<file path="src/rtl/fbt_pkg.sv">
package fbt_pkg;

  // configuration register indexes
  localparam logic [7:0] CFG_INTERP = 8'd0;
  localparam logic [7:0] CFG_COLOR  = 8'd1;

  // one input sample
  typedef struct packed {
    logic               first_sample;
    logic signed [31:0] x_coord;
    logic signed [31:0] upper_y;
    logic signed [31:0] lower_y;
    logic               sample_finite;
    logic               where_flag;
  } in_item_t;

  // one emitted triangle
  typedef struct packed {
    logic signed [31:0] vert_a_x;
    logic signed [31:0] vert_a_y;
    logic signed [31:0] vert_b_x;
    logic signed [31:0] vert_b_y;
    logic signed [31:0] vert_c_x;
    logic signed [31:0] vert_c_y;
    logic        [31:0] tri_color;
    logic               last_of_item;
  } out_item_t;

  // work handed from the front to the back
  typedef enum logic [1:0] {
    JOB_PEND       = 2'd0,
    JOB_QUAD       = 2'd1,
    JOB_QUAD_START = 2'd2,
    JOB_END        = 2'd3
  } job_kind_t;

  typedef struct packed {
    job_kind_t          kind;
    logic signed [31:0] px;
    logic signed [31:0] pu;
    logic signed [31:0] pl;
    logic signed [31:0] cx;
    logic signed [31:0] cu;
    logic signed [31:0] cl;
  } job_t;

endpackage

</file>
<file path="src/rtl/fbt_front.sv">
module fbt_front (
  input  logic            clk,
  input  logic            rst,
  input  logic            in_valid,
  output logic            in_ready,
  input  fbt_pkg::in_item_t in_data,
  input  logic            interp,
  input  logic            q_full,
  output logic            push,
  output fbt_pkg::job_t   push_job
);

  logic signed [31:0] prev_x;
  logic signed [31:0] prev_upper;
  logic signed [31:0] prev_lower;
  logic [1:0] run_count;
  logic       run_has_left_neighbour;
  logic       seen_sample;

  logic [1:0] rc_eff;
  logic       left_eff;
  logic       seen_eff;
  logic       smp_ok;
  logic       accept;
  logic       need;
  fbt_pkg::job_kind_t kind;

  assign in_ready = !q_full;
  assign accept   = in_valid && in_ready;

  // run state as seen by this sample, after a new set clears it
  assign rc_eff   = in_data.first_sample ? 2'd0 : run_count;
  assign left_eff = in_data.first_sample ? 1'b0 : run_has_left_neighbour;
  assign seen_eff = in_data.first_sample ? 1'b0 : seen_sample;
  assign smp_ok   = in_data.sample_finite && in_data.where_flag;

  // classify the sample
  always_comb begin
    need = 1'b0;
    kind = fbt_pkg::JOB_QUAD;
    if (smp_ok) begin
      if (rc_eff == 2'd0) begin
        need = seen_eff;
        kind = fbt_pkg::JOB_PEND;
      end else begin
        need = 1'b1;
        kind = (rc_eff == 2'd1 && left_eff && interp) ? fbt_pkg::JOB_QUAD_START
                                                      : fbt_pkg::JOB_QUAD;
      end
    end else begin
      need = (rc_eff == 2'd2) && interp;
      kind = fbt_pkg::JOB_END;
    end
  end

  assign push           = accept && need;
  assign push_job.kind  = kind;
  assign push_job.px    = prev_x;
  assign push_job.pu    = prev_upper;
  assign push_job.pl    = prev_lower;
  assign push_job.cx    = in_data.x_coord;
  assign push_job.cu    = in_data.upper_y;
  assign push_job.cl    = in_data.lower_y;

  // run tracking
  always_ff @(posedge clk) begin
    if (rst) begin
      run_count              <= 2'd0;
      run_has_left_neighbour <= 1'b0;
      seen_sample            <= 1'b0;
    end else if (accept) begin
      seen_sample            <= 1'b1;
      run_has_left_neighbour <= left_eff;
      if (smp_ok) begin
        if (rc_eff == 2'd0) begin
          run_has_left_neighbour <= seen_eff;
          run_count              <= 2'd1;
        end else begin
          run_count <= 2'd2;
        end
      end else begin
        run_count <= 2'd0;
      end
    end
  end

  // previous sample
  always_ff @(posedge clk) begin
    if (rst) begin
      prev_x     <= '0;
      prev_upper <= '0;
      prev_lower <= '0;
    end else if (accept) begin
      prev_x     <= in_data.x_coord;
      prev_upper <= in_data.upper_y;
      prev_lower <= in_data.lower_y;
    end
  end

endmodule

</file>
<file path="config.mk">
export PLATFORM = sky130hd
export DESIGN_NAME = fbt_front
export DESIGN_NICKNAME = d
export VERILOG_FILES = /design/src/rtl/fbt_pkg.sv /design/src/rtl/fbt_front.sv
export SDC_FILE = /design/constraint.sdc
export NUM_CORES = 1
export LEC_CHECK = 0
export ABC_AREA = 1
export BUFFER_PORTS_ARGS = -buffer_cell sky130_fd_sc_hd__buf_2
export CAP_MARGIN = 5
export CORE_AREA = 2 2 116 118
export DETAILED_ROUTE_END_ITERATION = 16
export DIE_AREA = 0 0 118 120
export GPL_ROUTABILITY_DRIVEN = 0
export PLACE_DENSITY = 0.67
export REMOVE_ABC_BUFFERS = 1
export SLEW_MARGIN = 20
export SYNTH_ARGS = -nofsm -noshare
export SYNTH_HDL_FRONTEND = slang
export SYNTH_SLANG_ARGS = --single-unit
</file>
<file path="constraint.sdc">
create_clock -name clk -period 1.15 [get_ports clk]
set_input_delay 0.115 -clock clk [delete_from_list [all_inputs] [get_ports clk]]
set_output_delay 0.115 -clock clk [all_outputs]
set_load 0.02 [all_outputs]
</file>
==> impl_metrics.json <==
{
  "nFillCells": 1417,
  "grt_max_degree": 62,
  "r2r_cells": 6,
  "worstHoldStart": "in_data[61]",
  "max_cap_violations": 0,
  "whs_endpoint": "prev_upper[27]",
  "ys_warn_count": 0,
  "clock_latency_ns": 0.34,
  "finalHoldViolCount": 0,
  "utilization_pct": 43.2,
  "r2r-start": "run_count[0]",
  "synthSimpleGateAreaFrac_pct": 19.3,
  "fin_cells": 929,
  "dieHeight_um": 120,
  "cts_tree": "done",
  "synth_top_cell_area_share_pct": 46.2,
  "min_path_cells": 3,
  "synth_area_leader_cell": "dfxtp_1",
  "synth_cells": 550,
  "cts_made_buffers": 9,
  "clk_pin_slew_ns": 0.07,
  "grt_use_total_pct": 14.1,
  "drtIter0Drc": 123,
  "finalMaxSlewViolations": 0,
  "synth_area_um2": 4330,
  "rrSetupSlack_ns": 0.20,
  "p_leak_nw": 2.89,
  "cts-root-buf": "clkbuf_16",
  "dr.pass1.iters": 4,
  "hold_ws_ns": 0.0227,
  "ys_types": 19,
  "htreeDepth": 3,
  "required_ns": 1.03,
  "status": "finished, violations left",
  "p_per_area_nw_per_um2": 1490,
  "seqCellArea_um2": 2010,
  "cp-end-kind": "primary output",
  "tns_ns": -0.412,
  "dp_slack_ns": 0.0797,
  "start_util_pct": 33.4,
  "drc": 0,
  "rsz0062_at_grt": "yes",
  "wl_per_cell_um": 12.1,
  "dpl.hpwl_um": 8080,
  "worst-path-max-fanout": 4,
  "synth_top_family_by_area": "buffers and inverters",
  "syn_area_per_cell_um2": 7.88,
  "ys_ff_latch": 100,
  "vias": 3989,
  "antenna_left": 0,
  "antenna_found_initial": 0,
  "fin_ws_ns": -0.158,
  "cts_buffer_depth": 2,
  "reg2reg_to": "run_has_left_neighbour",
  "wl_um": 11300,
  "area.growth.synth_to_final_pct": 29.5,
  "ios": 300,
  "crit_path_start_kind": "flip-flop",
  "max_freq_mhz": 765,
  "worstHoldPathType": "input port to flip-flop",
  "clock_skew_ns": 0.000474,
  "crit_type": "flip-flop to primary output",
  "timing.final.crit_share_pct": 114,
  "rows": 42,
  "violations": "setup timing",
  "ir_drop_mv": 0.582,
  "grt_first_pass_wirelength_um": 16100,
  "routed_via_density": 4.29,
  "core_area_um2": 13000,
  "port_buffers": 299,
  "design.die.area_um2": 14200,
  "crit_arrival_ns": 1.19,
  "multi_input_area_um2": 1370,
  "finalPower_mw": 8.34,
  "post-place-cells": 909,
  "fin_crit_ns": 1.31,
  "final_nets": 852,
  "synth-seq-area-share_pct": 46.2,
  "synth_xor_area_share_pct": 0,
  "muxShareOfSynthArea_pct": 0,
  "finish.instance_area_um2": 5610,
  "relSlewSlack_pct": 69.9,
  "layout-drive-gt1-share_pct": 46.2,
  "overflow": 0,
  "grt_pass1_vias": 3276,
  "tightest_slew_ns": 0.452,
  "finalSetupViolCount": 3,
  "die_w_um": 118,
  "placed_area_um2": 5240,
  "synthAdderAreaFrac_pct": 0,
  "antenna_cells": 0,
  "synth_compound_area_share_pct": 11.9,
  "cts_sinks": 100,
  "synth_top_cells_by_area": "dfxtp_1 (46%), buf_4 (17%), nor2_1 (16%)"
}
## power by group
part           total (mW)  internal (mW)  switching [mW]
Clock                2.79           1.46            1.33
Sequential           3.80           3.69           0.109
Combinational        1.75          0.635            1.11
## layer usage
metal	global-route usage (%)	vias to the layer above	share of wire (%)
li1	-	2036	-
met5	0	-	0
met1	17.4	1773	45
met4	6.10	0	1.5
met2	23.6	168	48
met3	3.37	12	6.2
## sequential cells by signal (all words and copies together) (netlist names)
signal                  count
run_count                   2
prev_upper                 32
prev_x                     32
seen_sample                 1
run_has_left_neighbour      1
prev_lower                 32
## placed cells by master, fill, tap and decap left out, types with 3 or more instances in the layout
master	n
clkinvlp_4	3
o21ai_0	83
buf_2	296
buf_4	9
a21oi_1	4
nor2_2	10
inv_1	4
clkbuf_16	11
o21ai_1	15
nand2_1	11
nor2_1	184
buf_12	4
dfxtp_1	98
## cells by family after synthesis
kind of cell / after synthesis
AO/OA/AOI/OAI: 103
buffers and inverters: 135
flip-flops: 100
AND/OR/NAND/NOR: 212
## synthesized netlist by cell type
cell,instances
nor2_1,184
dfxtp_1,100
buf_4,97
o21ai_0,84
o21ai_1,15
clkbuf_1,12
nand2_1,12
buf_6,10
nor2_2,10
buf_2,5
inv_1,5
a21oi_1,4
nand3_1,3
buf_8,2
inv_2,2
nand4_1,2
clkbuf_2,1
inv_4,1
nand2_4,1
## final cells by class
type	count	share of cell area, %
timing repair buffer	314	30.5
clock inverter	6	0.736
inverter	8	0.624
multi-input combinational	315	24.4
sequential	100	35.8
tap	176	3.92
clock buffer	10	4.08
## critical path: stages, from the launching register on
cell and delay [ns]:
dfxtp_4 0.37, o21ai_2 0.14, nand3_2 0.09, nand2_1 0.06, a21oi_1 0.04, buf_4 0.15
## repair_timing
item | 4_1_cts | 5_1_grt
pin swaps | 0 | 2
hold buffers | 1 | 0
hold endpoints to repair | 2 | 0
gates cloned | 0 | 2
setup endpoints to repair | 3 | 34
gates resized for setup | 8 | 7
setup buffers | 0 | 1
## how the worst max path moves through the flow
stage	startpoint	end	slack, ns
after floorplan	q_full	push	-0.67
after global placement	q_full	prev_upper[16]	0.10
after detailed placement	q_full	prev_lower[30]	0.08
after CTS	run_count[0]	push	-0.18
after global routing	run_count[0]	push_job[192]	-0.24
final	run_count[0]	push	-0.16
No activity file was read; power rests on OpenSTA's default activity.
