==> src/rtl/fbt_pkg.sv <==
package fbt_pkg;

  // configuration register indexes
  localparam logic [7:0] CFG_INTERP = 8'd0;
  localparam logic [7:0] CFG_COLOR  = 8'd1;

  // one input sample
  typedef struct packed {
    logic               first_sample;
    logic signed [31:0] x_coord;
    logic signed [31:0] upper_y;
    logic signed [31:0] lower_y;
    logic               sample_finite;
    logic               where_flag;
  } in_item_t;

  // one emitted triangle
  typedef struct packed {
    logic signed [31:0] vert_a_x;
    logic signed [31:0] vert_a_y;
    logic signed [31:0] vert_b_x;
    logic signed [31:0] vert_b_y;
    logic signed [31:0] vert_c_x;
    logic signed [31:0] vert_c_y;
    logic        [31:0] tri_color;
    logic               last_of_item;
  } out_item_t;

  // work handed from the front to the back
  typedef enum logic [1:0] {
    JOB_PEND       = 2'd0,
    JOB_QUAD       = 2'd1,
    JOB_QUAD_START = 2'd2,
    JOB_END        = 2'd3
  } job_kind_t;

  typedef struct packed {
    job_kind_t          kind;
    logic signed [31:0] px;
    logic signed [31:0] pu;
    logic signed [31:0] pl;
    logic signed [31:0] cx;
    logic signed [31:0] cu;
    logic signed [31:0] cl;
  } job_t;

endpackage

==> src/rtl/fbt_queue.sv <==
module fbt_queue #(
  parameter int DEPTH = 4
) (
  input  logic          clk,
  input  logic          rst,
  input  logic          push,
  input  fbt_pkg::job_t push_data,
  input  logic          pop,
  output fbt_pkg::job_t pop_data,
  output logic          empty,
  output logic          full,
  output logic [$clog2(DEPTH+1)-1:0] count
);

  localparam int AW = (DEPTH > 1) ? $clog2(DEPTH) : 1;
  localparam int CW = $clog2(DEPTH+1);

  fbt_pkg::job_t mem [DEPTH];
  logic [AW-1:0] wr_ptr;
  logic [AW-1:0] rd_ptr;

  assign empty    = (count == '0);
  assign full     = (count == CW'(DEPTH));
  assign pop_data = mem[rd_ptr];

  // storage
  always_ff @(posedge clk) begin
    if (push) begin
      mem[wr_ptr] <= push_data;
    end
  end

  // pointers and fill level
  always_ff @(posedge clk) begin
    if (rst) begin
      wr_ptr <= '0;
      rd_ptr <= '0;
      count  <= '0;
    end else begin
      if (push) begin
        wr_ptr <= (wr_ptr == AW'(DEPTH-1)) ? '0 : wr_ptr + 1'b1;
      end
      if (pop) begin
        rd_ptr <= (rd_ptr == AW'(DEPTH-1)) ? '0 : rd_ptr + 1'b1;
      end
      if (push && !pop) begin
        count <= count + 1'b1;
      end else if (pop && !push) begin
        count <= count - 1'b1;
      end
    end
  end

endmodule

==> config.mk <==
export PLATFORM = sky130hd
export DESIGN_NAME = fbt_queue
export DESIGN_NICKNAME = d
export VERILOG_FILES = /design/src/rtl/fbt_pkg.sv /design/src/rtl/fbt_queue.sv
export SDC_FILE = /design/constraint.sdc
export NUM_CORES = 1
export LEC_CHECK = 0
export ABC_AREA = 1
export BUFFER_PORTS_ARGS = -buffer_cell sky130_fd_sc_hd__buf_2
export CAP_MARGIN = 30
export CORE_ASPECT_RATIO = 1.75
export CORE_UTILIZATION = 42
export DETAILED_ROUTE_END_ITERATION = 10
export GPL_ROUTABILITY_DRIVEN = 0
export MAX_ROUTING_LAYER = met4
export PLACE_DENSITY_LB_ADDON = 0.1
export SLEW_MARGIN = 5
export SYNTH_ARGS = -nofsm -noshare
export SYNTH_HDL_FRONTEND = slang
export SYNTH_SLANG_ARGS = --single-unit
==> constraint.sdc <==
create_clock -name clk -period 7.1 [get_ports clk]
set_clock_uncertainty 0.15 [all_clocks]
set_input_delay 2.13 -clock clk [delete_from_list [all_inputs] [get_ports clk]]
set_output_delay 2.13 -clock clk [all_outputs]
set_load 0.02 [all_outputs]
==> results of run 1 <==
metrics by stage:
stage / setup WS [ns] / instance area, um^2 / std cells / hold WS [ns]
6_report: 1.114 / 34180 / 3280 / 0.3973
5_1_grt: 0.9880 / 34170 / 3279 / 0.4292
4_1_cts: 1.076 / 34060 / 3252 / 0.3955
3_5_place_dp: 1.737 / 31750 / 3124 / 0.3866
3_3_place_gp: 1.788 / 31730 / 3123 / 0.3665
2_1_floorplan: 0.5108 / 29000 / 1934 / 0.3436
sequential cells by signal, summed over array words and instances, names as in the netlist, named ones only:
register  cells
mem         776
count         3
rd_ptr        2
wr_ptr        2
how the worst min path moves through the flow:
stage,to,slack [ns],depth (start not counted)
finish,register,0.40,2
global route,wr_ptr[1],0.43,2
CTS,register,0.40,2
detailed placement,register,0.39,2
global placement,wr_ptr[1],0.37,2
floorplan,wr_ptr[1],0.34,2
power breakdown:
group	total, mW	leakage (nW)	internal, mW	switching (mW)
Clock	3.81	1.13	2.19	1.62
Sequential	5.36	7.20	5.30	0.0619
Combinational	1.10	3.43	0.310	0.793
Total	10.3	11.8	7.80	2.47
worst max-delay path: cells and delay by family (launching register included):
kind                   cells  cell delay, ns
AO/OA/AOI/OAI              2            0.37
buffers and inverters      4            1.33
flip-flops                 1            0.85
layer usage:
layer | wire (um) | global-route usage, % | up-vias
li1 | - | - | 8105
met1 | 29070 | 24.98 | 8827
met2 | 33400 | 31.86 | 544
met3 | 5754 | 6.184 | 91
met4 | 1867 | 7.821 | 0
met5 | 0 | - | -
placed cells by master (no fill, tap or decap), types with 6 or more instances in the layout:
cell type | synthesis | routed
ha_1 | 6 | 6
buf_4 | 6 | 13
clkinv_1 | 0 | 14
clkbuf_16 | 0 | 75
nand2_1 | 8 | 8
edfxtp_1 | 776 | 776
bufinv_16 | 0 | 7
diode_2 | 0 | 26
o21ai_1 | 55 | 55
o21ai_0 | 336 | 336
inv_1 | 14 | 10
o22ai_1 | 194 | 194
buf_2 | 59 | 396
nor2_1 | 396 | 396
dfxtp_1 | 9 | 7
clkbuf_1 | 57 | 16
clkinv_2 | 0 | 10
cells by family (layout without fill, tap and decap cells):
logic type / count (synthesis) / in the layout
DFF: 785 / 785
buffers and inverters: 143 / 560
and+or+nand+nor: 410 / 410
xor gates and xnor gates: 1 / 1
other: 0 / 26
AOI/OAI and AO/OA: 588 / 588
adders and majority gates: 7 / 7
final cells by class:
cell class                      instances  share of cell area [%]
Timing Repair Buffer                  416                   6.561
Antenna cell                           26                  0.1904
Inverter                               16                  0.3222
Clock inverter                         37                   1.065
Sequential cell                       785                   68.73
Multi-Input combinational cell       1006                   14.15
Tap cell                              903                   3.306
Clock buffer                           91                   5.667
==> metrics.cfg, run 1 <==
[status]
status = finished, final reports clean

[clocking]
htreeDepth = 3
clkLatencyLatePin_ns = 0.60
cts.repair.resized = 0
cts_buffer_depth = 3
cts_made_buffers = 72
hold_buffers = 0
cts_tree = done
post_cts_buffers = 0
cts_sinks = 785
cts-root-buf = clkbuf_16
clkTransAtPathRegs_ns = 0.06

[pwr]
cellPowerDensity_nw_per_um2 = 300.7
ir_drop_mv = 0.2272
power.leakage_nw = 11.76
p_total_mw = 10.28

[setup_path]
arrival_ns = 3.71
r2r_start = wr_ptr[0]
slowest_stage = dfxtp_4
cp.required_ns = 4.82
r2r-end = mem[3][65]
path_cells = clkinv_8 > buf_16 > buf_12 > o21ai_0 > o22ai_1 > buf_2
slowest_delay_ns = 0.85
end_kind = output port
crit_path_end = pop_data[18]
worst-setup-path-type = reg -> out
worstPathMaxFanout = 187
r2r_cells = 4
rrSetupSlack_ns = 4.52
cp-start-kind = register

[grt]
grt-ovfl-total = 0
grt_pass1_wl_um = 105200
track_usage_pct = 20.42
grt_pass1_vias = 17394
grt_max_degree = 237
antenna_found_initial = 26

[floorplanning]
core_area_um2 = 68330
initial_core_util_pct = 42.44
io_pins = 397
die-area_um2 = 70130
die_x_um = 200.6
rows = 127
die_y_um = 349.6

[logic_synthesis]
synth_compound_area_share_pct = 10.99
syn_nets = 2139
synth_area_um2 = 29000
ys_types = 21
synthAdderAreaFrac_pct = 0.3280
synthCells = 1934
synth-simple-area-share_pct = 5.338
synthXorXnorAreaFrac_pct = 0.03021
synth-edff-count = 776
yosysWarnings = 0
synth_top_area_share_pct = 80.37
synthMuxAreaShare_pct = 0
synth_common_cells = edfxtp_1, nor2_1, o21ai_0, o22ai_1, buf_2
synth_seq_cells = 785
synth_top_family_by_area = compound AO/OA/AOI/OAI gates
post-synth-top-count-cell = edfxtp_1
seq_area_frac_synth_pct = 80.99
synth_area_per_cell_um2 = 14.99
synthArstFlopShare_pct = 0
synth-main-ff-cell = edfxtp_1
yosysTopAreaCell = edfxtp_1
netlist_top_cells_area = edfxtp_1, o21ai_0, nor2_1

[finish]
drive_above_1_share_pct = 22.20
nets = 2502
multi_input_area_um2 = 4837
finish.utilization_pct = 50.02
syn2layout_area_growth_pct = 17.86
final-seq-area_um2 = 23490
nFillCells = 5895

[drt]
dr.first_iter.drc_count = 1042
drt-pass1-iter-count = 5
drc = 0
avgViaCountPerCell = 5.356
drt_wl_total_um = 70090
ant_nets = 0
dr_total_vias = 17567
post_drt_wl_per_cell_um = 21.37

[sta]
slew_violations = 0
setup_violations = 0
tightestPinTransition_ns = 1.387
rsz0062_at_grt = false
setup_tns_ns = 0
finalCritPeriodShare_pct = 84.32
fin_crit_ns = 5.986
fmax_mhz = 167.0
relSlewSlack_pct = 7.545
final-hold-violation-count = 0

[hold_path]
min_path_type = reg -> reg
worstHoldStart = rd_ptr[0]

[place]
port_buffers = 396
hpwl_um = 38390

[run]
cap_viol_max_count = 0

(Power assumes the default switching activity.)
==> run 2, diff against run 1 <==
==> constraint.sdc (replaced) <==
create_clock -name clk -period 5.65 [get_ports clk]
set_clock_uncertainty 0.15 [all_clocks]
set_input_delay 1.695 -clock clk [delete_from_list [all_inputs] [get_ports clk]]
set_output_delay 1.695 -clock clk [all_outputs]
set_load 0.02 [all_outputs]
==> metrics.cfg, run 2 (synthesis gave the netlist of run 1 again) <==
[status]
status = finished, final reports clean  ; unchanged

[sta]
setup_violations = 0  ; unchanged
fin_crit_ns = 4.756
final-hold-violation-count = 0  ; unchanged
finalCritPeriodShare_pct = 84.17
fmax_mhz = 210.3
slew_violations = 0  ; unchanged
relSlewSlack_pct = 22.92  ; was 7.545%
setup_tns_ns = 0  ; unchanged
rsz0062_at_grt = false  ; unchanged
tightestPinTransition_ns = 1.156  ; was 1.387 ns
holdWs_ns = 0.3960  ; was 0.3973 ns

[clocking]
htreeDepth = 3  ; unchanged
cts_buffer_depth = 3  ; unchanged
clkTransAtPathRegs_ns = 0.06  ; about the same
cts_made_buffers = 72  ; unchanged
cts.repair.resized = 0  ; unchanged
cts-root-buf = clkbuf_16  ; unchanged
cts_sinks = 785  ; unchanged
hold_buffers = 0  ; unchanged
cts_tree = done  ; unchanged
post_cts_buffers = 0  ; unchanged
clkLatencyLatePin_ns = 0.59  ; was 0.60 ns

[finish]
nFillCells = 5856  ; was 5895
layout_common_cells = edfxtp_1, nor2_1, buf_2, o21ai_0, o22ai_1  ; unchanged
largest-register = mem  ; unchanged
drive_above_1_share_pct = 22.77  ; was 22.20%
fin_area_um2 = 34340  ; was 34180 um^2
syn2layout_area_growth_pct = 18.42  ; was 17.86%
layout_commonest_cell = edfxtp_1  ; unchanged
nets = 2512  ; was 2502
reg_top3 = mem (776), count (3)  ; unchanged
largest_reg_flops = 776  ; unchanged

[setup_path]
cp-start-kind = register  ; unchanged
end_kind = output port  ; unchanged
cp.required_ns = 3.81  ; was 4.82 ns
worst-setup-path-type = reg -> out  ; unchanged
arrival_ns = 2.91  ; was 3.71 ns
worstPathMaxFanout = 129  ; was 187
r2r_start = wr_ptr[0]  ; unchanged
r2r_cells = 4  ; unchanged

[drt]
drt_wl_total_um = 70570  ; was 70090 um
ant_nets = 0  ; unchanged
dr_total_vias = 17523  ; was 17567
drt-pass1-iter-count = 7  ; was 5
drc = 0  ; unchanged
post_drt_wl_per_cell_um = 21.43  ; was 21.37 um
dr.first_iter.drc_count = 1002  ; was 1042
avgViaCountPerCell = 5.321  ; was 5.356

[grt]
grt_pass1_vias = 17202  ; was 17394
grt_max_degree = 223  ; was 237
track_usage_pct = 20.60  ; was 20.42%
antenna_found_initial = 29  ; was 26
grt-ovfl-total = 0  ; unchanged
grt_pass1_wl_um = 106300  ; was 105200 um

[hold_path]
min_path_type = reg -> reg  ; unchanged
worstHoldStart = wr_ptr[1]  ; was rd_ptr[0]
hold_depth = 2  ; unchanged

[floorplanning]
core_area_um2 = 68330  ; unchanged
initial_core_util_pct = 42.44  ; unchanged
die-area_um2 = 70130  ; unchanged
die_y_um = 349.6  ; unchanged
rows = 127  ; unchanged
io_pins = 397  ; unchanged
die_x_um = 200.6  ; unchanged

[pwr]
power.leakage_nw = 11.81  ; was 11.76 nW
cellPowerDensity_nw_per_um2 = 379.2  ; was 300.7 nW/um^2
ir_drop_mv = 0.2869  ; was 0.2272 mV

[place]
dpl-instance-area_um2 = 31890  ; was 31750 um^2
hpwl_um = 39570  ; was 38390 um
port_buffers = 396  ; unchanged

[run]
cap_viol_max_count = 0  ; unchanged

run 2: changes by cell type in the layout (fill, tap and decap cells not counted), moves of 3 or more:
cell and change:
buf_12 +8, buf_4 +5, clkinvlp_4 +5, inv_8 -4, buf_16 -3, clkbuf_8 +3, clkinv_1 -3
run 2: layout make-up:
type | count | area, um^2 | share of cell area (%)
diodes | 27 | 67.56 | 0.1968
clock buffers | 92 | 1949 | 5.677
clock inverters | 38 | 409.1 | 1.192
inverters | 16 | 95.09 | 0.2769
multi-input cells | 1006 | 4837 | 14.09
flip-flops and latches | 785 | 23490 | 68.41
well taps | 903 | 1130 | 3.291
repair buffers | 426 | 2357 | 6.865
run 2: per-layer routing:
metal	GRT usage, %	part of all wire, %	vias up
li1	-	-	8125
met2	31.10	47	564
met1	26.78	43	8742
met3	5.858	7.9	92
met5	-	0	-
met4	6.901	2.1	0
run 2: worst paths after layout:
| path | to | slack, ns |
|---|---|---|
| setup / recovery | pop_data[77] | 0.89 |
| hold / removal | wr_ptr[1] | 0.40 |
| setup reg to reg | mem[3][23] | 3.12 |
| hold reg to reg | wr_ptr[1] | 0.40 |
run 2: power by group:
part	leakage [nW]	switching (mW)	total, mW	internal [mW]
clock	1.15	2.07	4.88	2.82
sequential	7.20	0.0703	6.73	6.66
combinational	3.46	1.01	1.41	0.396
total	11.8	3.15	13.0	9.87
run 2: per-stage QoR:
stage                     worst slack (ns)  util (%)  total power [mW]  std cells
final                               0.8942     50.25             13.02       3293
after global routing                0.6982     50.24             13.50       3291
after CTS                           0.7808     50.12             13.17       3265
after detailed placement             1.440     46.67             8.281       3135
after global placement               1.456     46.67             8.244       3135
after floorplan                     0.4460         -             7.683       1934
run 2: worst max-delay path, cell delays in order, from the launching register on:
cell and delay [ns]:
dfxtp_4 0.89, buf_12 0.52, o21ai_0 0.19, o22ai_1 0.30
buf_2 0.23
==> run 3, diff against run 2 <==
==> constraint.sdc (replaced) <==
create_clock -name clk -period 4 [get_ports clk]
set_clock_uncertainty 0.15 [all_clocks]
set_input_delay 1.2 -clock clk [delete_from_list [all_inputs] [get_ports clk]]
set_output_delay 1.2 -clock clk [all_outputs]
set_load 0.02 [all_outputs]
==> metrics.cfg, run 3 (synthesis gave the netlist of run 1 again) <==
[sta]
post-route-worst-setup-slack_ns = 0.2155  ; was 0.8942 ns
rsz0062_at_grt = false  ; unchanged
setup_tns_ns = 0  ; unchanged
fmax_mhz = 264.2
tightestPinTransition_ns = 0.7919  ; was 1.156 ns
setup_violations = 0  ; unchanged
slew_violations = 0  ; unchanged
fin_crit_ns = 3.784
relSlewSlack_pct = 47.21  ; was 22.92%
final-hold-violation-count = 0  ; unchanged
finalCritPeriodShare_pct = 94.61

[drt]
ant_nets = 0  ; unchanged
dr_total_vias = 17503  ; was 17523
drt_wl_total_um = 70400  ; was 70570 um
post_drt_wl_per_cell_um = 21.37  ; was 21.43 um
drc = 0  ; unchanged
dr.first_iter.drc_count = 1051  ; was 1002
avgViaCountPerCell = 5.312  ; was 5.321
drt-pass1-iter-count = 5  ; was 7

[clocking]
cts_made_buffers = 71  ; was 72
clkTransAtPathRegs_ns = 0.06  ; about the same
cts_buffer_depth = 3  ; unchanged
cts-root-buf = clkbuf_16  ; unchanged
clkLatencyLatePin_ns = 0.59  ; about the same
htreeDepth = 3  ; unchanged
cts.repair.resized = 0  ; unchanged
hold_buffers = 0  ; unchanged
post_cts_buffers = 0  ; unchanged
cts_sinks = 785  ; unchanged
cts_tree = done  ; unchanged

[finish]
layout_common_cells = edfxtp_1, nor2_1, buf_2, o21ai_0, o22ai_1  ; unchanged
largest_reg_flops = 776  ; unchanged
nets = 2519  ; was 2512
drive_above_1_share_pct = 22.98  ; was 22.77%
final-seq-area_um2 = 23490  ; unchanged
syn2layout_area_growth_pct = 18.82  ; was 18.42%
nFillCells = 5856  ; unchanged
layout_commonest_cell = edfxtp_1  ; unchanged
multi_input_area_um2 = 4902  ; was 4837 um^2
largest-register = mem  ; unchanged
reg_top3 = mem (776), count (3)  ; unchanged

[setup_path]
slowest_stage = buf_12  ; was dfxtp_4
cp.required_ns = 2.65  ; was 3.81 ns
arrival_ns = 2.43  ; was 2.91 ns
worstPathMaxFanout = 164  ; was 129
r2r_cells = 5  ; was 4
end_kind = output port  ; unchanged
path_cells = buf_12 > o21ai_0 > o22ai_1 > buf_2  ; unchanged
slowest_delay_ns = 0.46  ; was 0.89 ns
r2r_start = wr_ptr[0]  ; unchanged
r2r-end = mem[2][59]  ; was mem[3][23]
rrSetupSlack_ns = 2.01  ; was 3.12 ns
cp-start-kind = register  ; unchanged
worst-setup-path-type = reg -> out  ; unchanged

[hold_path]
worstHoldStart = rd_ptr[1]  ; was wr_ptr[1]
min_path_type = reg -> reg  ; unchanged
hold_depth = 2  ; unchanged

[floorplanning]
die_x_um = 200.6  ; unchanged
die_y_um = 349.6  ; unchanged
die-area_um2 = 70130  ; unchanged
io_pins = 397  ; unchanged
initial_core_util_pct = 42.44  ; unchanged
core_area_um2 = 68330  ; unchanged
rows = 127  ; unchanged

[grt]
track_usage_pct = 20.42  ; was 20.60%
antenna_found_initial = 22  ; was 29
grt-ovfl-total = 0  ; unchanged
grt_pass1_wl_um = 105200  ; was 106300 um
grt_pass1_vias = 17283  ; was 17202
grt_max_degree = 165  ; was 223

[place]
pre_cts_slack_ns = 0.8728  ; was 1.440 ns
hpwl_um = 40050  ; was 39570 um
port_buffers = 396  ; unchanged

[status]
status = finished, final reports clean  ; unchanged

[pwr]
ir_drop_mv = 0.4828  ; was 0.2869 mV
switchingPower_mw = 4.425  ; was 3.145 mW
seq_power_share_pct = 52.5  ; was 51.7%
cellPowerDensity_nw_per_um2 = 524.9  ; was 379.2 nW/um^2
clkPwrFrac_pct = 36.3  ; was 37.5%
netSwitchingFraction_pct = 24.47  ; was 24.16%
p_comb_share_pct = 11.3  ; was 10.8%
power.leakage_nw = 11.82  ; was 11.81 nW
p_int_mw = 13.66  ; was 9.874 mW

[run]
cap_viol_max_count = 0  ; unchanged

-- run 3: cell count changes in the layout (fill, tap and decap cells not counted), moves of 2 or more --
cell	previous run	this run
diode_2	27	25
clkbuf_16	74	72
clkbuf_8	3	1
bufinv_16	8	5
clkinv_1	11	14
nand2_8	0	4
buf_4	18	14
inv_6	3	5
buf_12	12	24
nand2_1	8	4
-- run 3: routing by layer --
metal | global-route usage (%) | up-vias | share of wire, %
li1 | - | 8139 | -
met1 | 25.16 | 8740 | 42
met2 | 32.36 | 525 | 48
met3 | 6.053 | 99 | 8.1
met4 | 6.512 | 0 | 2.3
met5 | - | - | 0
-- run 3: how the worst max path moves through the flow --
stage / startpoint / endpoint / slack (ns) / cells past startpoint
CTS: register / pop_data[120] / 0.21 / 4
global placement: register / pop_data[120] / 0.87 / 4
global route: register / pop_data[57] / 0.11 / 5
finish: register / pop_data[120] / 0.22 / 4
detailed placement: register / pop_data[120] / 0.87 / 4
floorplan: push / mem[3][0] / -0.66 / 2
-- run 3: final cells by class --
cell class / count / share of cell area (%)
inverters: 16 / 0.2687
clock buffers: 87 / 5.422
repair buffers: 434 / 7.452
diodes: 25 / 0.1816
clock inverters: 39 / 0.9878
flip-flops and latches: 785 / 68.18
multi-input cells: 1006 / 14.23
well taps: 903 / 3.279
-- run 3: worst max-delay path, delay by kind of cell, from the launching register on --
| kind | cells | cell delay (ns) |
|---|---|---|
| compound gates | 2 | 0.53 |
| flops | 1 | 0.43 |
| buf+inv | 2 | 0.70 |
-- run 3: stage by stage --
step                utilization [%]  total power, mW  hold slack, ns  instance area [um^2]  std cells
floorplan                         -            10.86          0.3436                 29080       1934
global placement              47.10            11.70          0.3666                 32180       3144
detailed placement            47.10            11.75          0.3752                 32180       3144
CTS                           50.33            18.31          0.3848                 34390       3270
global route                  50.40            18.75          0.4129                 34440       3290
finish                        50.42            18.08          0.3843                 34450       3295
-- run 3: power groups by stage --
| stage | combinational (mW) | clock [mW] | sequential [mW] |
|---|---|---|---|
| floorplan | 1.17 | 0 | 9.69 |
| global placement | 2.05 | 0 | 9.66 |
| detailed placement | 2.08 | 0 | 9.67 |
| CTS | 2.08 | 6.74 | 9.49 |
| global route | 2.22 | 7.02 | 9.51 |
| finish | 2.04 | 6.56 | 9.49 |
